### src/rtl/teq_pkg.sv
// ----------------------------------------------------------------------------
// teq_pkg
// Shared types and constants for the timed event queue.
// ----------------------------------------------------------------------------
package teq_pkg;

    localparam int DEPTH    = 16;
    localparam int IDX_W    = $clog2(DEPTH);
    localparam int CNT_W    = $clog2(DEPTH + 1);
    localparam int TICK_W   = 24;
    localparam logic [TICK_W-1:0] FAR_LIMIT = 24'h800000;

    localparam logic [1:0] CMD_SCHED  = 2'd0;
    localparam logic [1:0] CMD_CANCEL = 2'd1;
    localparam logic [1:0] CMD_TICK   = 2'd2;

    localparam logic [1:0] ST_OK       = 2'd0;
    localparam logic [1:0] ST_FULL     = 2'd1;
    localparam logic [1:0] ST_BAD_TIME = 2'd2;
    localparam logic [1:0] ST_NO_ID    = 2'd3;

    typedef enum logic [2:0] {
        S_IDLE,
        S_WALK,
        S_INSERT,
        S_REMOVE,
        S_OUT
    } t_state;

    typedef struct packed {
        logic load;      // capture input word, start op
        logic walk;      // examine one list entry
        logic insert;    // shift one and place new entry
        logic remove;    // shift one for removal
        logic finish;    // result into output register
        logic out_take;  // output word taken
    } t_cmd;

    typedef struct packed {
        logic walk_done;
        logic need_insert;
        logic need_remove;
        logic shift_done;
    } t_stat;

endpackage

### src/rtl/timed_event_queue.sv
// ----------------------------------------------------------------------------
// timed_event_queue
// Sorted queue of up to 16 timed events on a wrapping 24-bit tick counter.
// ----------------------------------------------------------------------------
// One word in, one result word out. A tick needs no walk; when the head fires
// the rest of the list shifts down one entry a cycle. Schedule and cancel walk
// the sorted list one entry a cycle up to the insert or hit position and then
// shift the entries behind it one a cycle, so walk and shift together cover
// the list once. A new word is taken once the result word has been taken.
module timed_event_queue (
    input  logic        i_clk,
    input  logic        i_rst_n,
    input  logic        i_valid,
    output logic        o_ready,
    input  logic [1:0]  i_command,
    input  logic [23:0] i_event_time,
    input  logic [15:0] i_sub_tick,
    input  logic [15:0] i_action,
    input  logic [3:0]  i_cancel_id,
    output logic        o_valid,
    input  logic        i_ready,
    output logic [1:0]  o_status,
    output logic [3:0]  o_assigned_id,
    output logic        o_head_changed,
    output logic        o_fired,
    output logic [3:0]  o_fired_id,
    output logic [15:0] o_fired_sub_tick,
    output logic [15:0] o_fired_action
);

    teq_pkg::t_cmd  cmd;
    teq_pkg::t_stat stat;

    teq_ctrl u_ctrl (
        .i_clk       (i_clk),
        .i_rst_n     (i_rst_n),
        .i_valid     (i_valid),
        .i_ready_out (i_ready),
        .i_stat      (stat),
        .o_ready     (o_ready),
        .o_valid     (o_valid),
        .o_cmd       (cmd)
    );

    teq_dp u_dp (
        .i_clk            (i_clk),
        .i_rst_n          (i_rst_n),
        .i_cmd            (cmd),
        .i_command        (i_command),
        .i_event_time     (i_event_time),
        .i_sub_tick       (i_sub_tick),
        .i_action         (i_action),
        .i_cancel_id      (i_cancel_id),
        .o_stat           (stat),
        .o_status         (o_status),
        .o_assigned_id    (o_assigned_id),
        .o_head_changed   (o_head_changed),
        .o_fired          (o_fired),
        .o_fired_id       (o_fired_id),
        .o_fired_sub_tick (o_fired_sub_tick),
        .o_fired_action   (o_fired_action)
    );

endmodule

### src/rtl/teq_ctrl.sv
// ----------------------------------------------------------------------------
// teq_ctrl
// Sequencer for schedule, cancel and tick commands.
// ----------------------------------------------------------------------------
module teq_ctrl (
    input  logic           i_clk,
    input  logic           i_rst_n,
    input  logic           i_valid,
    input  logic           i_ready_out,
    input  teq_pkg::t_stat i_stat,
    output logic           o_ready,
    output logic           o_valid,
    output teq_pkg::t_cmd  o_cmd
);

    teq_pkg::t_state r_state, n_state;

    always_ff @(posedge i_clk) begin
        if (!i_rst_n) begin
            r_state <= teq_pkg::S_IDLE;
        end else begin
            r_state <= n_state;
        end
    end

    always_comb begin
        n_state = r_state;
        o_cmd   = '0;
        o_ready = 1'b0;
        o_valid = 1'b0;
        case (r_state)
            teq_pkg::S_IDLE: begin
                o_ready = 1'b1;
                if (i_valid) begin
                    o_cmd.load = 1'b1;
                    n_state    = teq_pkg::S_WALK;
                end
            end
            teq_pkg::S_WALK: begin
                if (i_stat.walk_done) begin
                    if (i_stat.need_insert) begin
                        n_state = teq_pkg::S_INSERT;
                    end else if (i_stat.need_remove) begin
                        n_state = teq_pkg::S_REMOVE;
                    end else begin
                        o_cmd.finish = 1'b1;
                        n_state      = teq_pkg::S_OUT;
                    end
                end else begin
                    o_cmd.walk = 1'b1;
                end
            end
            teq_pkg::S_INSERT: begin
                o_cmd.insert = 1'b1;
                if (i_stat.shift_done) begin
                    o_cmd.finish = 1'b1;
                    n_state      = teq_pkg::S_OUT;
                end
            end
            teq_pkg::S_REMOVE: begin
                o_cmd.remove = 1'b1;
                if (i_stat.shift_done) begin
                    o_cmd.finish = 1'b1;
                    n_state      = teq_pkg::S_OUT;
                end
            end
            teq_pkg::S_OUT: begin
                o_valid = 1'b1;
                if (i_ready_out) begin
                    o_cmd.out_take = 1'b1;
                    n_state        = teq_pkg::S_IDLE;
                end
            end
            default: n_state = teq_pkg::S_IDLE;
        endcase
    end

endmodule

### src/rtl/teq_dp.sv
// ----------------------------------------------------------------------------
// teq_dp
// Slot store, sorted order list and walk/shift datapath.
// ----------------------------------------------------------------------------
module teq_dp (
    input  logic                      i_clk,
    input  logic                      i_rst_n,
    input  teq_pkg::t_cmd             i_cmd,
    input  logic [1:0]                i_command,
    input  logic [23:0]               i_event_time,
    input  logic [15:0]               i_sub_tick,
    input  logic [15:0]               i_action,
    input  logic [3:0]                i_cancel_id,
    output teq_pkg::t_stat            o_stat,
    output logic [1:0]                o_status,
    output logic [3:0]                o_assigned_id,
    output logic                      o_head_changed,
    output logic                      o_fired,
    output logic [3:0]                o_fired_id,
    output logic [15:0]               o_fired_sub_tick,
    output logic [15:0]               o_fired_action
);

    localparam int IW = teq_pkg::IDX_W;
    localparam int CW = teq_pkg::CNT_W;
    localparam int D  = teq_pkg::DEPTH;

    logic [D-1:0]         r_valid;
    logic [23:0]          r_time [D];
    logic [15:0]          r_fine [D];
    logic [15:0]          r_tag  [D];
    logic [IW-1:0]        r_order [D];
    logic [CW-1:0]        r_count;
    logic [23:0]          r_now;

    logic [1:0]           r_cmd;
    logic [23:0]          r_etime;
    logic [15:0]          r_efine, r_etag;
    logic [3:0]           r_cid;
    logic [CW-1:0]        r_pos;     // walk index / shift index
    logic [CW-1:0]        r_ins;     // insert/remove position
    logic                 r_done, r_ins_go, r_rem_go;
    logic [1:0]           r_st;
    logic                 r_fire;
    logic [IW-1:0]        r_slot;

    logic [1:0]           r_o_status;
    logic [3:0]           r_o_asg, r_o_fid;
    logic                 r_o_hc, r_o_fired;
    logic [15:0]          r_o_fsub, r_o_fact;

    logic [IW-1:0]        free_slot;
    logic                 free_ok;
    logic [IW-1:0]        cur;
    logic [23:0]          nd, ed;
    logic [IW-1:0]        pidx;

    always_comb begin
        free_slot = '0;
        free_ok   = 1'b0;
        for (int k = D - 1; k >= 0; k--) begin
            if (!r_valid[k]) begin
                free_slot = IW'(k);
                free_ok   = 1'b1;
            end
        end
    end

    assign pidx = r_pos[IW-1:0];
    assign cur  = r_order[pidx];
    assign nd   = r_etime - r_now;
    assign ed   = r_time[cur] - r_now;

    assign o_stat.walk_done   = r_done;
    assign o_stat.need_insert = r_ins_go;
    assign o_stat.need_remove = r_rem_go;
    assign o_stat.shift_done  = (i_cmd.insert && r_pos <= r_ins)
                             || (i_cmd.remove && r_pos + CW'(1) >= r_count);

    always_ff @(posedge i_clk) begin
        if (!i_rst_n) begin
            r_valid <= '0;
            r_count <= '0;
            r_now   <= '0;
            r_done  <= 1'b0;
            r_ins_go <= 1'b0;
            r_rem_go <= 1'b0;
        end else begin
            if (i_cmd.load) begin
                r_cmd    <= i_command;
                r_etime  <= i_event_time;
                r_efine  <= i_sub_tick;
                r_etag   <= i_action;
                r_cid    <= i_cancel_id;
                r_pos    <= '0;
                r_ins    <= r_count;
                r_ins_go <= 1'b0;
                r_rem_go <= 1'b0;
                r_fire   <= 1'b0;
                r_st     <= teq_pkg::ST_OK;
                r_done   <= 1'b0;
                r_slot   <= free_slot;
                case (i_command)
                    teq_pkg::CMD_SCHED: begin
                        if (r_count >= CW'(D) || !free_ok) begin
                            r_st   <= teq_pkg::ST_FULL;
                            r_done <= 1'b1;
                        end else if ((i_event_time - r_now) >= teq_pkg::FAR_LIMIT) begin
                            r_st   <= teq_pkg::ST_BAD_TIME;
                            r_done <= 1'b1;
                        end
                    end
                    teq_pkg::CMD_CANCEL: begin
                        if (!r_valid[i_cancel_id[IW-1:0]]) begin
                            r_st   <= teq_pkg::ST_NO_ID;
                            r_done <= 1'b1;
                        end
                    end
                    teq_pkg::CMD_TICK: begin
                        r_now  <= r_now + 24'd1;
                        r_done <= 1'b1;
                        if (r_count != '0) begin
                            if ((r_time[r_order[0]] - r_now - 24'd1) == '0 ||
                                (r_time[r_order[0]] - r_now - 24'd1) >= teq_pkg::FAR_LIMIT) begin
                                r_fire   <= 1'b1;
                                r_slot   <= r_order[0];
                                r_ins    <= '0;
                                r_rem_go <= 1'b1;
                            end
                        end
                    end
                    default: r_done <= 1'b1;
                endcase
            end
            if (i_cmd.walk) begin
                if (r_pos >= r_count) begin
                    r_done <= 1'b1;
                    if (r_cmd == teq_pkg::CMD_SCHED) begin
                        r_ins_go <= 1'b1;
                        r_pos    <= r_count;
                    end
                end else if (r_cmd == teq_pkg::CMD_SCHED) begin
                    if (ed >= teq_pkg::FAR_LIMIT || ed == nd) begin
                        r_st   <= teq_pkg::ST_BAD_TIME;
                        r_done <= 1'b1;
                    end else if (nd < ed) begin
                        r_ins    <= r_pos;
                        r_ins_go <= 1'b1;
                        r_done   <= 1'b1;
                        r_pos    <= r_count;
                    end else begin
                        r_pos <= r_pos + CW'(1);
                    end
                end else begin
                    if (cur == r_cid[IW-1:0]) begin
                        r_ins    <= r_pos;
                        r_rem_go <= 1'b1;
                        r_done   <= 1'b1;
                    end else begin
                        r_pos <= r_pos + CW'(1);
                    end
                end
            end
            if (i_cmd.insert) begin
                if (r_pos > r_ins) begin
                    r_order[pidx] <= r_order[pidx - IW'(1)];
                    r_pos         <= r_pos - CW'(1);
                end else begin
                    r_order[pidx]   <= r_slot;
                    r_count         <= r_count + CW'(1);
                    r_valid[r_slot] <= 1'b1;
                    r_time[r_slot]  <= r_etime;
                    r_fine[r_slot]  <= r_efine;
                    r_tag[r_slot]   <= r_etag;
                end
            end
            if (i_cmd.remove) begin
                if (r_pos + CW'(1) < r_count) begin
                    r_order[pidx] <= r_order[pidx + IW'(1)];
                    r_pos         <= r_pos + CW'(1);
                end else begin
                    r_count <= r_count - CW'(1);
                    if (r_fire) begin
                        r_valid[r_slot] <= 1'b0;
                    end else begin
                        r_valid[r_cid[IW-1:0]] <= 1'b0;
                    end
                end
            end
            if (i_cmd.finish && r_cmd == teq_pkg::CMD_CANCEL
                    && r_st == teq_pkg::ST_OK && !r_rem_go) begin
                r_valid[r_cid[IW-1:0]] <= 1'b0;
            end
        end
    end

    always_ff @(posedge i_clk) begin
        if (i_cmd.finish) begin
            r_o_status <= r_st;
            r_o_asg    <= (r_ins_go) ? 4'(r_slot) : 4'd0;
            r_o_hc     <= ((r_ins_go || r_rem_go) && r_ins == '0) || r_fire;
            r_o_fired  <= r_fire;
            r_o_fid    <= r_fire ? 4'(r_slot) : 4'd0;
            r_o_fsub   <= r_fire ? r_fine[r_slot] : 16'd0;
            r_o_fact   <= r_fire ? r_tag[r_slot] : 16'd0;
        end
    end

    // remove starts with r_pos at the hit position
    always_comb begin
        o_status         = r_o_status;
        o_assigned_id    = r_o_asg;
        o_head_changed   = r_o_hc;
        o_fired          = r_o_fired;
        o_fired_id       = r_o_fid;
        o_fired_sub_tick = r_o_fsub;
        o_fired_action   = r_o_fact;
    end

endmodule
### config.mk
export PLATFORM = sky130hd
export DESIGN_NAME = timed_event_queue
export DESIGN_NICKNAME = d
export VERILOG_FILES = /design/src/rtl/teq_pkg.sv /design/src/rtl/timed_event_queue.sv /design/src/rtl/teq_ctrl.sv /design/src/rtl/teq_dp.sv
export SDC_FILE = /design/constraint.sdc
export NUM_CORES = 2
export LEC_CHECK = 0
export ABC_CLOCK_PERIOD_IN_PS = 11750
export BUFFER_PORTS_ARGS = -buffer_cell sky130_fd_sc_hd__buf_2
export CAP_MARGIN = 30
export CORE_MARGIN = 2
export CORE_UTILIZATION = 35
export DETAILED_ROUTE_END_ITERATION = 6
export PLACE_DENSITY = 0.6
export SYNTH_ARGS = -nofsm -noshare
export SYNTH_HDL_FRONTEND = slang
export SYNTH_SLANG_ARGS = --single-unit
### constraint.sdc
create_clock -name i_clk -period 11.75 [get_ports i_clk]
set_clock_uncertainty 0.05 [all_clocks]
set_input_delay 2.9375 -clock i_clk [delete_from_list [all_inputs] [get_ports i_clk]]
set_output_delay 2.9375 -clock i_clk [all_outputs]
set_load 0.02 [all_outputs]
==> results.toml <==
[status]
status = "finished, final reports clean"

[power_and_ir_drop]
p_total_mw = 15.66
pwr_density_cell_nw_per_um2 = 257.7
ir_drop_v = 0.0002317
p_leak_nw = 19.71

[die]
dieArea_um2 = 156600
fp.dieH_um = 395.7
die_w_um = 395.7
io_pins = 112
coreArea_um2 = 152100
initial_utilization_pct = 35.31
rows = 143

[placement]
place_area_um2 = 56770
port_buffers = 111
pre_cts_ws_ps = 2374
gp_congestion = 0.8701
dp_hpwl_um = 84640

[finish]
final_cell_mix = "edfxtp_1 (1083), mux4_2 (338), a21oi_1 (168)"
drive_gt1_share_pct = 20.88
fin_nets = 3691
antennaDiodeCount = 0
design_area_um2 = 60790
area_growth_pct = 13.22
layout_commonest_cell = "edfxtp_1"

[drt]
routed_wl_um = 142400
via_per_inst = 5.611
post_drt_wl_per_cell_um = 25.37
ant_nets = 0
vias = 31500
drtIter0Drc = 3321
drc = 0
first_pass_iters = 7

[cts]
cts-buffers-inserted = 117
path_clk_slew_ps = 60
cts_setup_buffers = 0
post_cts_resized = 0
clock-root-buffer = "clkbuf_16"
cts_hold_buf = 0
cts.htree.levels = 3
clockBufferDepth = 3
cts.sinks = 1138
cts_tree = "built"
clkLatencyLatePin_ps = 760

[grt]
grt_max_degree = 139
grt_use_total_pct = 17.98
grt.overflow.total = 0
antenna_found_initial = 4
first_global_vias = 31340
grt_pass1_wl_um = 209200

[setup_path]
start_kind = "flop"
cpPeakStageDelay_ps = 1010
critPathArrivalTime_ps = 9750
endpoint_kind = "flop"
critPathKind = "flop to flop"
crit_required_ps = 12180
critPathSlowestCell = "mux4_4"
reg2reg_depth = 29
cp_max_fo = 60
crit_path_frequent_cell = "a21oi_1"

[synthesis]
netlist_area_um2 = 53690
yosysWarnings = 0
synth_area_per_cell_um2 = 15.86
ys.flop_type = "edfxtp_1"
yosysUniqueCellTypes = 79
ys_seq_elements = 1138
seq_area_frac_synth_pct = 62.62
postSynth.asyncResetShare_pct = 0
synth_enable_flop_cells = 1083
postSynthNetCount = 3595
synthCells = 3386

[timing]
drv_slew = 0
grt_setup_unrepaired = "false"
fmaxAchievable_mhz = 107.3
worst_slack_ps = 2432
hold_violations = 0
min_period_ps = 9318
max_slew.worst_pin.slew_ps = 1049
fin_hold_ws_ps = 440.1
min_period_over_period_pct = 79.31
tns_ps = 0
relSlewSlack_pct = 30.10
setup_viol = 0

[hold_path]
hold_path.class = "flop to flop"
hold_depth = 2

[run]
cap_viol_max_count = 0
## path summary, 6_finish.rpt
kind | slack [ps] | to | startpoint
max | 2430 | u_dp.r_ins[4] | flop
min reg2reg | 440 | u_dp.r_now[10] | u_dp.r_now[10]
min | 440 | u_dp.r_now[10] | u_dp.r_now[10]
max reg2reg | 2430 | u_dp.r_ins[4] | flop
## metal layers
layer	vias to the layer above	wire [µm]	global-route usage (%)
li1	13870	-	-
met2	1174	67100	28.71
met5	-	0	0
met4	0	3004	4.271
met1	16250	61870	25.22
met3	198	10420	3.666
## cells in the mapped netlist, types with 11 or more instances
cell	n	share of area [%]
nand3_1	28	0.26
o21a_1	13	0.18
nor3_1	39	0.36
a21o_1	37	0.52
ha_1	140	3.3
xnor2_1	56	0.91
clkbuf_1	138	0.96
a21oi_1	168	1.6
mux4_2	339	14
dfxtp_1	55	2.1
a31oi_1	41	0.48
mux2i_1	130	2.4
nand4_1	20	0.23
and3_1	14	0.16
nor2b_1	90	1.0
a211oi_1	136	1.9
nor2_1	173	1.2
o21ai_0	67	0.62
buf_1	51	0.36
o22ai_1	11	0.13
nand2b_1	31	0.36
and2_1	50	0.58
nor4_1	18	0.21
a311oi_1	27	0.44
o221ai_1	19	0.31
edfxtp_1	1083	61
xor2_1	21	0.34
inv_1	83	0.58
nand2_1	156	1.1
## power breakdown
part	switching [mW]	leakage (nW)	internal (mW)
sequential	0.256	10.2	4.88
combinational	4.10	7.58	2.64
clock	1.61	1.91	2.18
total	5.96	19.7	9.70
## logic make-up after synthesis
group | after synthesis | synth area share, %
AO/OA/AOI/OAI | 605 | 7.576
XOR/XNOR | 78 | 1.286
adder cells (fa/ha/maj) | 143 | 3.374
buffers and inverters | 283 | 2.060
flip-flops | 1138 | 62.62
multiplexers | 484 | 17.05
AND/OR/NAND/NOR | 655 | 6.040
## metrics by stage
step | util [%] | std cells
2_1_floorplan | - | 3386
3_3_place_gp | 37.23 | 5380
3_5_place_dp | 37.33 | 5389
4_1_cts | 39.91 | 5609
5_1_grt | 39.97 | 5613
6_report | 39.97 | 5613
## flip-flops by register name, indices dropped and copies added (netlist names), 5 cells and up, named ones only
name,flops
u_dp.r_etag,16
u_dp.r_time,384
u_dp.o_fired_sub_tick,16
u_dp.r_order,64
u_dp.r_valid,16
u_dp.r_fine,256
u_dp.o_fired_action,16
u_dp.r_tag,256
u_dp.r_pos,5
u_dp.r_now,24
u_dp.r_etime,24
u_dp.r_efine,16
u_dp.r_ins,5
u_dp.r_count,5
## cell type report
type / instances / area, µm²
fillers: 13860 / 91290
flip-flops and latches: 1138 / 33620
multi-input cells: 1965 / 19140
clock buffers: 142 / 3073
well taps: 2030 / 2540
repair buffers: 174 / 1234
clock inverters: 78 / 863.3
inverters: 86 / 322.8
## critical path: cells and delay by family, from the launching register on
kind | cells | cell delay [ps]
AND/OR/NAND/NOR | 6 | 1210
AO/OA/AOI/OAI | 15 | 3500
flip-flops | 1 | 760
buffers and inverters | 2 | 610
multiplexers | 4 | 2140
adder cells (fa/ha/maj) | 2 | 710
No activity file was read; power rests on OpenSTA's default activity.
